### config.mk
export PLATFORM = sky130hd
export DESIGN_NAME = ptl_ctrl
export DESIGN_NICKNAME = d
export VERILOG_FILES = /design/src/sv/ptl_pkg.sv /design/src/sv/ptl_ctrl.sv
export VERILOG_INCLUDE_DIRS = /design/src /design/src/sv
export SDC_FILE = /design/constraint.sdc
export NUM_CORES = 1
export LEC_CHECK = 0
export BUFFER_PORTS_ARGS = -buffer_cell sky130_fd_sc_hd__buf_2
export CAP_MARGIN = 25
export CORE_AREA = 2 2 39 41
export DETAILED_ROUTE_END_ITERATION = 10
export DIE_AREA = 0 0 41 43
export PLACE_DENSITY = 0.55
export SYNTH_ARGS = -nofsm -noshare
export SYNTH_HDL_FRONTEND = slang
export SYNTH_SLANG_ARGS = --single-unit
### constraint.sdc
create_clock -name clk -period 1.5 [get_ports clk]
set_clock_uncertainty 0.2 [all_clocks]
set_input_delay 0.225 -clock clk [delete_from_list [all_inputs] [get_ports clk]]
set_output_delay 0.225 -clock clk [all_outputs]
set_load 0.03 [all_outputs]
### src/sv/page_table_lru_replacement_macros.svh
// Assertion macros for the page table block.
`ifndef PAGE_TABLE_LRU_REPLACEMENT_MACROS_SVH
`define PAGE_TABLE_LRU_REPLACEMENT_MACROS_SVH
`ifndef ASSERT_OFF
`define PTL_ASSERT(label, clk, rst_n, prop, msg) \
    label: assert property (@(posedge clk) disable iff (!rst_n) (prop)) else $error(msg);
`define PTL_ASSERT_NEXT(label, clk, rst_n, ante, cons, msg) \
    label: assert property (@(posedge clk) disable iff (!rst_n) (ante) |=> (cons)) else $error(msg);
`else
`define PTL_ASSERT(label, clk, rst_n, prop, msg)
`define PTL_ASSERT_NEXT(label, clk, rst_n, ante, cons, msg)
`endif
`endif

### src/sv/ptl_pkg.sv
// ----------------------------------------------------------------------------
// ptl_pkg
// Types, codes and defaults shared by the page table block.
// ----------------------------------------------------------------------------
`default_nettype none
package ptl_pkg;
    localparam int TableEntriesDefault   = 1024;
    localparam int PhysicalFramesDefault = 16;
    localparam int OpW    = 2;
    localparam int PageW  = 10;
    localparam int StatW  = 3;
    localparam int FrameW = 4;

    localparam logic [OpW-1:0] OP_LOOKUP = 2'd0;
    localparam logic [OpW-1:0] OP_FAULT  = 2'd1;
    localparam logic [OpW-1:0] OP_DIRTY  = 2'd2;
    localparam logic [OpW-1:0] OP_UNUSED = 2'd3;

    localparam logic [StatW-1:0] ST_HIT           = 3'd0;
    localparam logic [StatW-1:0] ST_MISS          = 3'd1;
    localparam logic [StatW-1:0] ST_LOADED        = 3'd2;
    localparam logic [StatW-1:0] ST_DIRTY_SET     = 3'd3;
    localparam logic [StatW-1:0] ST_DIRTY_IGNORED = 3'd4;

    // Commands from controller to datapath.
    typedef struct packed {
        logic clear;     // zero one table entry of the pass after reset
        logic capture;   // latch request, start table read
        logic decide;    // evaluate and update table / frames
        logic victim;    // take the victim entry's dirty bit and clear the entry
        logic finish;    // load output register
    } ptl_cmd_t;

    // Status from datapath to controller.
    typedef struct packed {
        logic need_victim;
        logic clear_done;
    } ptl_stat_t;
endpackage
`default_nettype wire

### src/sv/ptl_ctrl.sv
// ----------------------------------------------------------------------------
// ptl_ctrl
// Request sequencer: table clearing, capture, decide, optional victim step,
// result.
// ----------------------------------------------------------------------------
`default_nettype none
`include "page_table_lru_replacement_macros.svh"
module ptl_ctrl (
    input  wire logic                clk,
    input  wire logic                rst_n,
    input  wire logic                in_valid,
    output logic                     in_ready,
    output logic                     out_valid,
    input  wire logic                out_ready,
    output ptl_pkg::ptl_cmd_t        cmd,
    input  wire ptl_pkg::ptl_stat_t  stat
);
    typedef enum logic [4:0] {
        S_CLEAR  = 5'b00001,
        S_IDLE   = 5'b00010,
        S_DECIDE = 5'b00100,
        S_VICTIM = 5'b01000,
        S_OUT    = 5'b10000
    } state_t;

    state_t state_reg, state_next;
    logic   out_valid_reg, out_valid_next;

    // A request may enter while the previous result waits; it then waits in the
    // output state until the result register is free.
    assign in_ready  = (state_reg == S_IDLE);
    assign out_valid = out_valid_reg;

    always_comb
    begin
        cmd            = '0;
        state_next     = state_reg;
        out_valid_next = out_valid_reg;
        if (out_valid_reg && out_ready)
        begin
            out_valid_next = 1'b0;
        end
        unique case (state_reg)
            S_CLEAR:
            begin
                cmd.clear = 1'b1;
                if (stat.clear_done)
                begin
                    state_next = S_IDLE;
                end
            end
            S_IDLE:
            begin
                if (in_valid)
                begin
                    cmd.capture = 1'b1;
                    state_next  = S_DECIDE;
                end
            end
            S_DECIDE:
            begin
                cmd.decide = 1'b1;
                state_next = stat.need_victim ? S_VICTIM : S_OUT;
            end
            S_VICTIM:
            begin
                cmd.victim = 1'b1;
                state_next = S_OUT;
            end
            S_OUT:
            begin
                if (!out_valid_next)
                begin
                    cmd.finish     = 1'b1;
                    out_valid_next = 1'b1;
                    state_next     = S_IDLE;
                end
            end
            default:
            begin
                state_next = S_IDLE;
            end
        endcase
    end

    always_ff @(posedge clk or negedge rst_n)
    begin
        if (!rst_n)
        begin
            state_reg     <= S_CLEAR;
            out_valid_reg <= 1'b0;
        end
        else
        begin
            state_reg     <= state_next;
            out_valid_reg <= out_valid_next;
        end
    end

    `PTL_ASSERT(a_onehot, clk, rst_n, $onehot(state_reg), "state not one-hot")
    `PTL_ASSERT_NEXT(a_cap, clk, rst_n, in_valid && in_ready, state_reg == S_DECIDE,
        "accepted request did not advance")
    `PTL_ASSERT_NEXT(a_fin, clk, rst_n, cmd.finish, out_valid_reg && state_reg == S_IDLE,
        "finish did not present result")
endmodule
`default_nettype wire

==> flow_metrics.env, run 1 <==
export IMPL_drv_cap=0
export IMPL_ff2ff_setup_slack_ns=-0.14
export IMPL_layout_setup_ws_ns=-0.565
export IMPL_syn_avg_cell_area_um2=10.2
export IMPL_p_sw_share_pct=37.4
export IMPL_grt_max_degree=7
export IMPL_min_period_over_period_pct=138
export IMPL_pre_cts_slack_ns=-0.353
export IMPL_period_minus_slack_ns=2.06
export IMPL_crit_required_ns=1.07
export IMPL_crit_arrival_ns=1.64
export IMPL_syn_nets=38
export IMPL_first_iter_violations=0
export IMPL_rows=14
export IMPL_cts_root_buf="clkbuf_4"
export IMPL_fmax_mhz=484
export IMPL_grt_pass1_vias=344
export IMPL_netlist_cell_type_count=20
export IMPL_slew_headroom_pct=82.2
export IMPL_synth_warnings=0
export IMPL_die_area_um2=1760
export IMPL_drtPass1Iterations=1
export IMPL_clockBufferDepth=2
export IMPL_clkSlewWorstSetupHoldPaths_ns=0.05
export IMPL_antenna_cells=0
export IMPL_max_vdd_ir_drop_mv=1.18
export IMPL_syn_area_um2=327
export IMPL_wire_per_inst_um=9.52
export IMPL_critical_path_class="register to output pin"
export IMPL_clockPowerShare_pct=14.8
export IMPL_cts_tree="built"
export IMPL_dpl_cell_area_um2=503
export IMPL_p_leak_nw=0.304
export IMPL_hpwlAfterDp_um=585
export IMPL_power_total_mw=1.08
export IMPL_grt_pass1_wl_um=1310
export IMPL_worstMarginPinSlew_ns=0.265
export IMPL_final_area_um2=656
export IMPL_grtUsageTotal_pct=11.9
export IMPL_rsz0062_at_grt="yes"
export IMPL_insertion_delay_ns=0.25
export IMPL_r2r_end="state_reg[1]$_DFFE_PN0P_"
export IMPL_start_util_pct=23.6
export IMPL_yosysSeqAreaShare_pct=46.4
export IMPL_dp_cells=68
export IMPL_setup_tns_final_ns=-2.60
export IMPL_hold_depth=2
export IMPL_nets=70
export IMPL_ant_nets=0
export IMPL_gp_congestion=0.703
export IMPL_core_area_um2=1380
export IMPL_p_int_mw=0.674
export IMPL_largest_reg_flops=5
export IMPL_reg2reg_depth=6
export IMPL_clkSinkCount=6
export IMPL_violations="setup timing"
export IMPL_crit_reg2reg_launch="state_reg[1]$_DFFE_PN0P_"
export IMPL_fin_hold_ws_ns=0.0206
export IMPL_wl_um=752
export IMPL_drv_slew=0
export IMPL_drc=0
export IMPL_gr_total_overflow=0
export IMPL_htree_levels=1
export IMPL_final_cells=79
export IMPL_comb_power_share_pct=64.4
export IMPL_hold_viol_final=0
export IMPL_num_io_pins=13
export IMPL_final_util_pct=47.4
export IMPL_synthCells=32
export IMPL_hold_end="state_reg[2]$_DFFE_PN0P_"
export IMPL_ys_seq_elements=6
export IMPL_die_w_um=41
export IMPL_hp_start="in_valid"
export IMPL_end_kind="output pin"
export IMPL_die_h_um=43
export IMPL_hp_class="input pin to register"
export IMPL_grt_antenna_before_repair=0
export IMPL_area_growth_pct=101
export IMPL_p_seq_share_pct=20.8
export IMPL_run_status="finished, violations left"
export IMPL_drive_gt1_share_pct=63.5
export IMPL_finalSetupViolations=10
export IMPL_worstPathMaxFanout=2
export IMPL_power_switching_mw=0.403
export IMPL_numCtsBuffers=3
export IMPL_p_per_area_nw_per_um2=1640
export IMPL_io_buffers=12
export IMPL_critPathLaunchType="register"
export IMPL_vias_per_cell=4.29
export IMPL_vias=339
metal layers:
metal  track usage [%]  wire length [um]  up-vias
met3              3.14                38        4
met5                 0                 0        -
met1              14.5               305      151
met2              15.6               383       10
met4              12.0                25        0
li1                  -                 -      174
kinds of logic (layout without fill, tap and decap cells):
family                    count (synthesis)  in the layout  synth area share [%]
xor gates and xnor gates                  1              1                  2.68
AOI/OAI and AO/OA                         5              5                  10.7
buffers and inverters                     4             35                  4.60
and+or+nand+nor                          16             16                  35.6
DFF                                       6              6                  46.4
power by group through the flow:
stage / logic, mW / registers, mW / clock network (mW)
final: 0.693 / 0.224 / 0.160
after global routing: 0.742 / 0.229 / 0.183
after CTS: 0.602 / 0.225 / 0.168
after detailed placement: 0.501 / 0.227 / 0
after global placement: 0.496 / 0.228 / 0
after floorplan: 0.296 / 0.266 / 0
cell usage after synthesis, drive strengths merged:
cell    count  area [um2]
or3b        1        8.76
or3         1        11.3
a21o        1        7.51
dfrtp       5         125
o21ai       1        5.00
nand3b      1        7.51
nor4b       1        15.0
inv         4        15.0
or4bb       1        11.3
nor3        3        15.0
and2        3        18.8
nor4        1        6.26
a21oi       2        13.8
nor2        1        3.75
nand2b      2        12.5
dfstp       1        26.3
o32ai       1        8.76
xnor2       1        8.76
or2         1        6.26
worst max-delay path by stage:
| stage | start | end | slack [ns] | cells after the start |
|---|---|---|---|---|
| after floorplan | state_reg[1]$_DFFE_PN0P_ | cmd[0] | -0.35 | 3 |
| after global placement | state_reg[0]$_DFFE_PN1P_ | cmd[0] | -0.34 | 4 |
| after detailed placement | state_reg[0]$_DFFE_PN1P_ | cmd[0] | -0.35 | 4 |
| after CTS | state_reg[1]$_DFFE_PN0P_ | cmd[0] | -0.58 | 4 |
| after global routing | state_reg[1]$_DFFE_PN0P_ | cmd[0] | -0.62 | 4 |
| final | state_reg[1]$_DFFE_PN0P_ | cmd[0] | -0.56 | 4 |
area by class of cell:
cell class                      count  area [um2]
Timing Repair Buffer               27         225
Fill cell                         139         728
Sequential cell                     6         153
Tap cell                           16        20.0
Clock buffer                        4        26.3
Multi-Input combinational cell     22         216
Inverter                            4        15.0
cell usage in the layout (no fill, tap or decap), drive strengths merged:
| cell | count |
|---|---|
| xnor2 | 1 |
| buf | 24 |
| nor4b | 1 |
| and2 | 3 |
| or3 | 1 |
| dfstp | 1 |
| o21ai | 1 |
| dlygate4sd3 | 3 |
| or3b | 1 |
| a21oi | 2 |
| nand2b | 2 |
| clkbuf | 4 |
| dfrtp | 5 |
| nor3 | 3 |
| or2 | 1 |
| or4bb | 1 |
| nand3b | 1 |
| nor2 | 1 |
| nor4 | 1 |
| inv | 4 |
| o32ai | 1 |
| a21o | 1 |
critical path, cell delays in order (launching register included):
cell and delay, ns:
dfrtp_1 0.37, or3_4 0.37, or3b_4 0.40, a21oi_4 0.12, buf_6 0.14
what timing repair did:
action,4_1_cts,5_1_grt
resized for setup,13,6
buffers inserted,1,3
hold endpoints to repair,8,0
endpoints found under the setup margin,9,10
pin swaps,4,2
hold buffers,3,0
Note: power is estimated with default switching activity, not from simulation.
==> run 2, diff against run 1 <==
--- a/config.mk
+++ b/config.mk
@@ -8,10 +8,10 @@
 export LEC_CHECK = 0
 export BUFFER_PORTS_ARGS = -buffer_cell sky130_fd_sc_hd__buf_2
 export CAP_MARGIN = 25
-export CORE_AREA = 2 2 39 41
+export CORE_AREA = 2 2 40 42
 export DETAILED_ROUTE_END_ITERATION = 10
-export DIE_AREA = 0 0 41 43
-export PLACE_DENSITY = 0.55
+export DIE_AREA = 0 0 42 44
+export PLACE_DENSITY = 0.53
 export SYNTH_ARGS = -nofsm -noshare
 export SYNTH_HDL_FRONTEND = slang
 export SYNTH_SLANG_ARGS = --single-unit
==> flow_metrics.env, run 2 (synthesized netlist as in run 1, its figures left out) <==
export IMPL_run_status="finished, violations left"
export IMPL_die_h_um=44
export IMPL_power_total_mw=1.04
export IMPL_cts_root_buf="clkbuf_4"
export IMPL_final_util_pct=46.8
export IMPL_area_growth_pct=103
export IMPL_insertion_delay_ns=0.25
export IMPL_rows=14
export IMPL_finalSetupViolations=8
export IMPL_num_fill_cells=130
export IMPL_grt_pass1_vias=354
export IMPL_hold_viol_final=0
export IMPL_seq_area_um2=153
export IMPL_grt_antenna_before_repair=0
export IMPL_fmax_mhz=481
export IMPL_wl_um=827
export IMPL_wire_per_inst_um=10.6
export IMPL_first_iter_violations=4
export IMPL_die_area_um2=1850
export IMPL_final_common_cell="buf_4"
export IMPL_drc=0
export IMPL_die_w_um=42
export IMPL_vias_per_cell=4.50
export IMPL_core_area_um2=1420
export IMPL_end_kind="output pin"
export IMPL_min_period_over_period_pct=139
export IMPL_clkSinkCount=6
export IMPL_antenna_cells=0
export IMPL_clockBufferDepth=2
export IMPL_grt_pass1_wl_um=1350
export IMPL_p_per_area_nw_per_um2=1570
export IMPL_drive_gt1_share_pct=64.5
export IMPL_p_leak_nw=0.300
export IMPL_critPathLaunchType="register"
export IMPL_worstMarginPinSlew_ns=0.269
export IMPL_violations="setup timing"
export IMPL_htree_levels=1
export IMPL_layout_setup_ws_ns=-0.579
export IMPL_hp_class="input pin to register"
export IMPL_final_cells=78
export IMPL_worstPathMaxFanout=2
export IMPL_ant_nets=0
export IMPL_gp_congestion=0.694
export IMPL_gr_total_overflow=0
export IMPL_vias=351
export IMPL_grtUsageTotal_pct=10.6
export IMPL_num_io_pins=13
export IMPL_start_util_pct=23.0
export IMPL_drtPass1Iterations=4
export IMPL_grt_max_degree=7
export IMPL_period_minus_slack_ns=2.08
export IMPL_crit_arrival_ns=1.65
export IMPL_multiInputGateArea_um2=233
export IMPL_hpwlAfterDp_um=605
export IMPL_critical_path_class="register to output pin"
export IMPL_drv_cap=0
export IMPL_rsz0062_at_grt="yes"
export IMPL_io_buffers=12
export IMPL_clkSlewWorstSetupHoldPaths_ns=0.05
export IMPL_nets=69
export IMPL_setup_tns_final_ns=-2.33
export IMPL_largest_reg_flops=5
export IMPL_mostFrequentLayoutCells="buf_4, buf_6, buf_2"
export IMPL_dp_cells=69
export IMPL_max_vdd_ir_drop_mv=0.920
export IMPL_cts_tree="built"
export IMPL_drv_slew=0
export IMPL_crit_required_ns=1.07
export IMPL_slew_headroom_pct=82.0
export IMPL_numCtsBuffers=3
[run 2: changes by cell type in the layout (fill, tap and decap cells not counted)]
cell,previous run,this run
nor4_1,1,0
and2_1,1,2
and2_4,2,1
o21ai_1,1,0
buf_4,10,9
o21ai_2,0,1
nor4_4,0,1
[run 2: worst paths after layout]
kind	startpoint	endpoint	slack (ns)	depth (start not counted)
worst min-delay path	in_valid	state_reg[2]$_DFFE_PN0P_	0.02	2
max in group asynchronous	rst_n	state_reg[0]$_DFFE_PN1P_	0.74	2
worst max register to register	state_reg[1]$_DFFE_PN0P_	out_valid$_DFF_PN0_	-0.12	4
worst max-delay path	state_reg[1]$_DFFE_PN0P_	cmd[0]	-0.58	4
min in group asynchronous	rst_n	state_reg[3]$_DFFE_PN0P_	0.14	2
worst min register to register	out_valid$_DFF_PN0_	out_valid$_DFF_PN0_	0.48	3
[run 2: metrics by stage]
stage | setup WS (ns) | hold WS [ns] | area (um2)
finish | -0.579 | 0.0235 | 664
global route | -0.628 | 0.0477 | 664
CTS | -0.592 | 0.0113 | 642
detailed placement | -0.368 | -0.149 | 510
global placement | -0.345 | -0.150 | 510
floorplan | -0.346 | -0.271 | 363
[run 2: report_power, final]
part | switching [mW] | leakage, nW | internal, mW | total, mW
logic | 0.321 | 0.211 | 0.334 | 0.655
clock network | 0.0584 | 0.0150 | 0.101 | 0.159
registers | 0.0253 | 0.0743 | 0.202 | 0.227
[run 2: timing repair]
action,CTS,global route
hold endpoints to repair,8,0
resized for setup,18,3
hold buffers,3,0
setup buffers,1,1
pin swaps,4,1
setup endpoints to repair,10,10
[run 2: per-layer routing]
| metal | GRT usage (%) | routed length, um | vias up |
|---|---|---|---|
| met5 | 0 | 0 | - |
| met4 | 11.6 | 27 | 0 |
| met3 | 2.92 | 34 | 4 |
| met2 | 17.5 | 440 | 10 |
| met1 | 10.3 | 324 | 166 |
| li1 | - | - | 171 |
[run 2: cell type report]
cell class | instances | area share [%]
sequential | 6 | 23.0
clock buffer | 4 | 3.95
inverter | 4 | 2.26
tap | 16 | 3.01
multi-input combinational | 22 | 35.0
timing repair buffer | 26 | 32.8
[run 2: critical path, stage by stage (launching register included)]
cell and delay [ns]:
dfrtp_1 0.38, or3_4 0.37, or3b_4 0.40, a21oi_4 0.12, buf_6 0.14
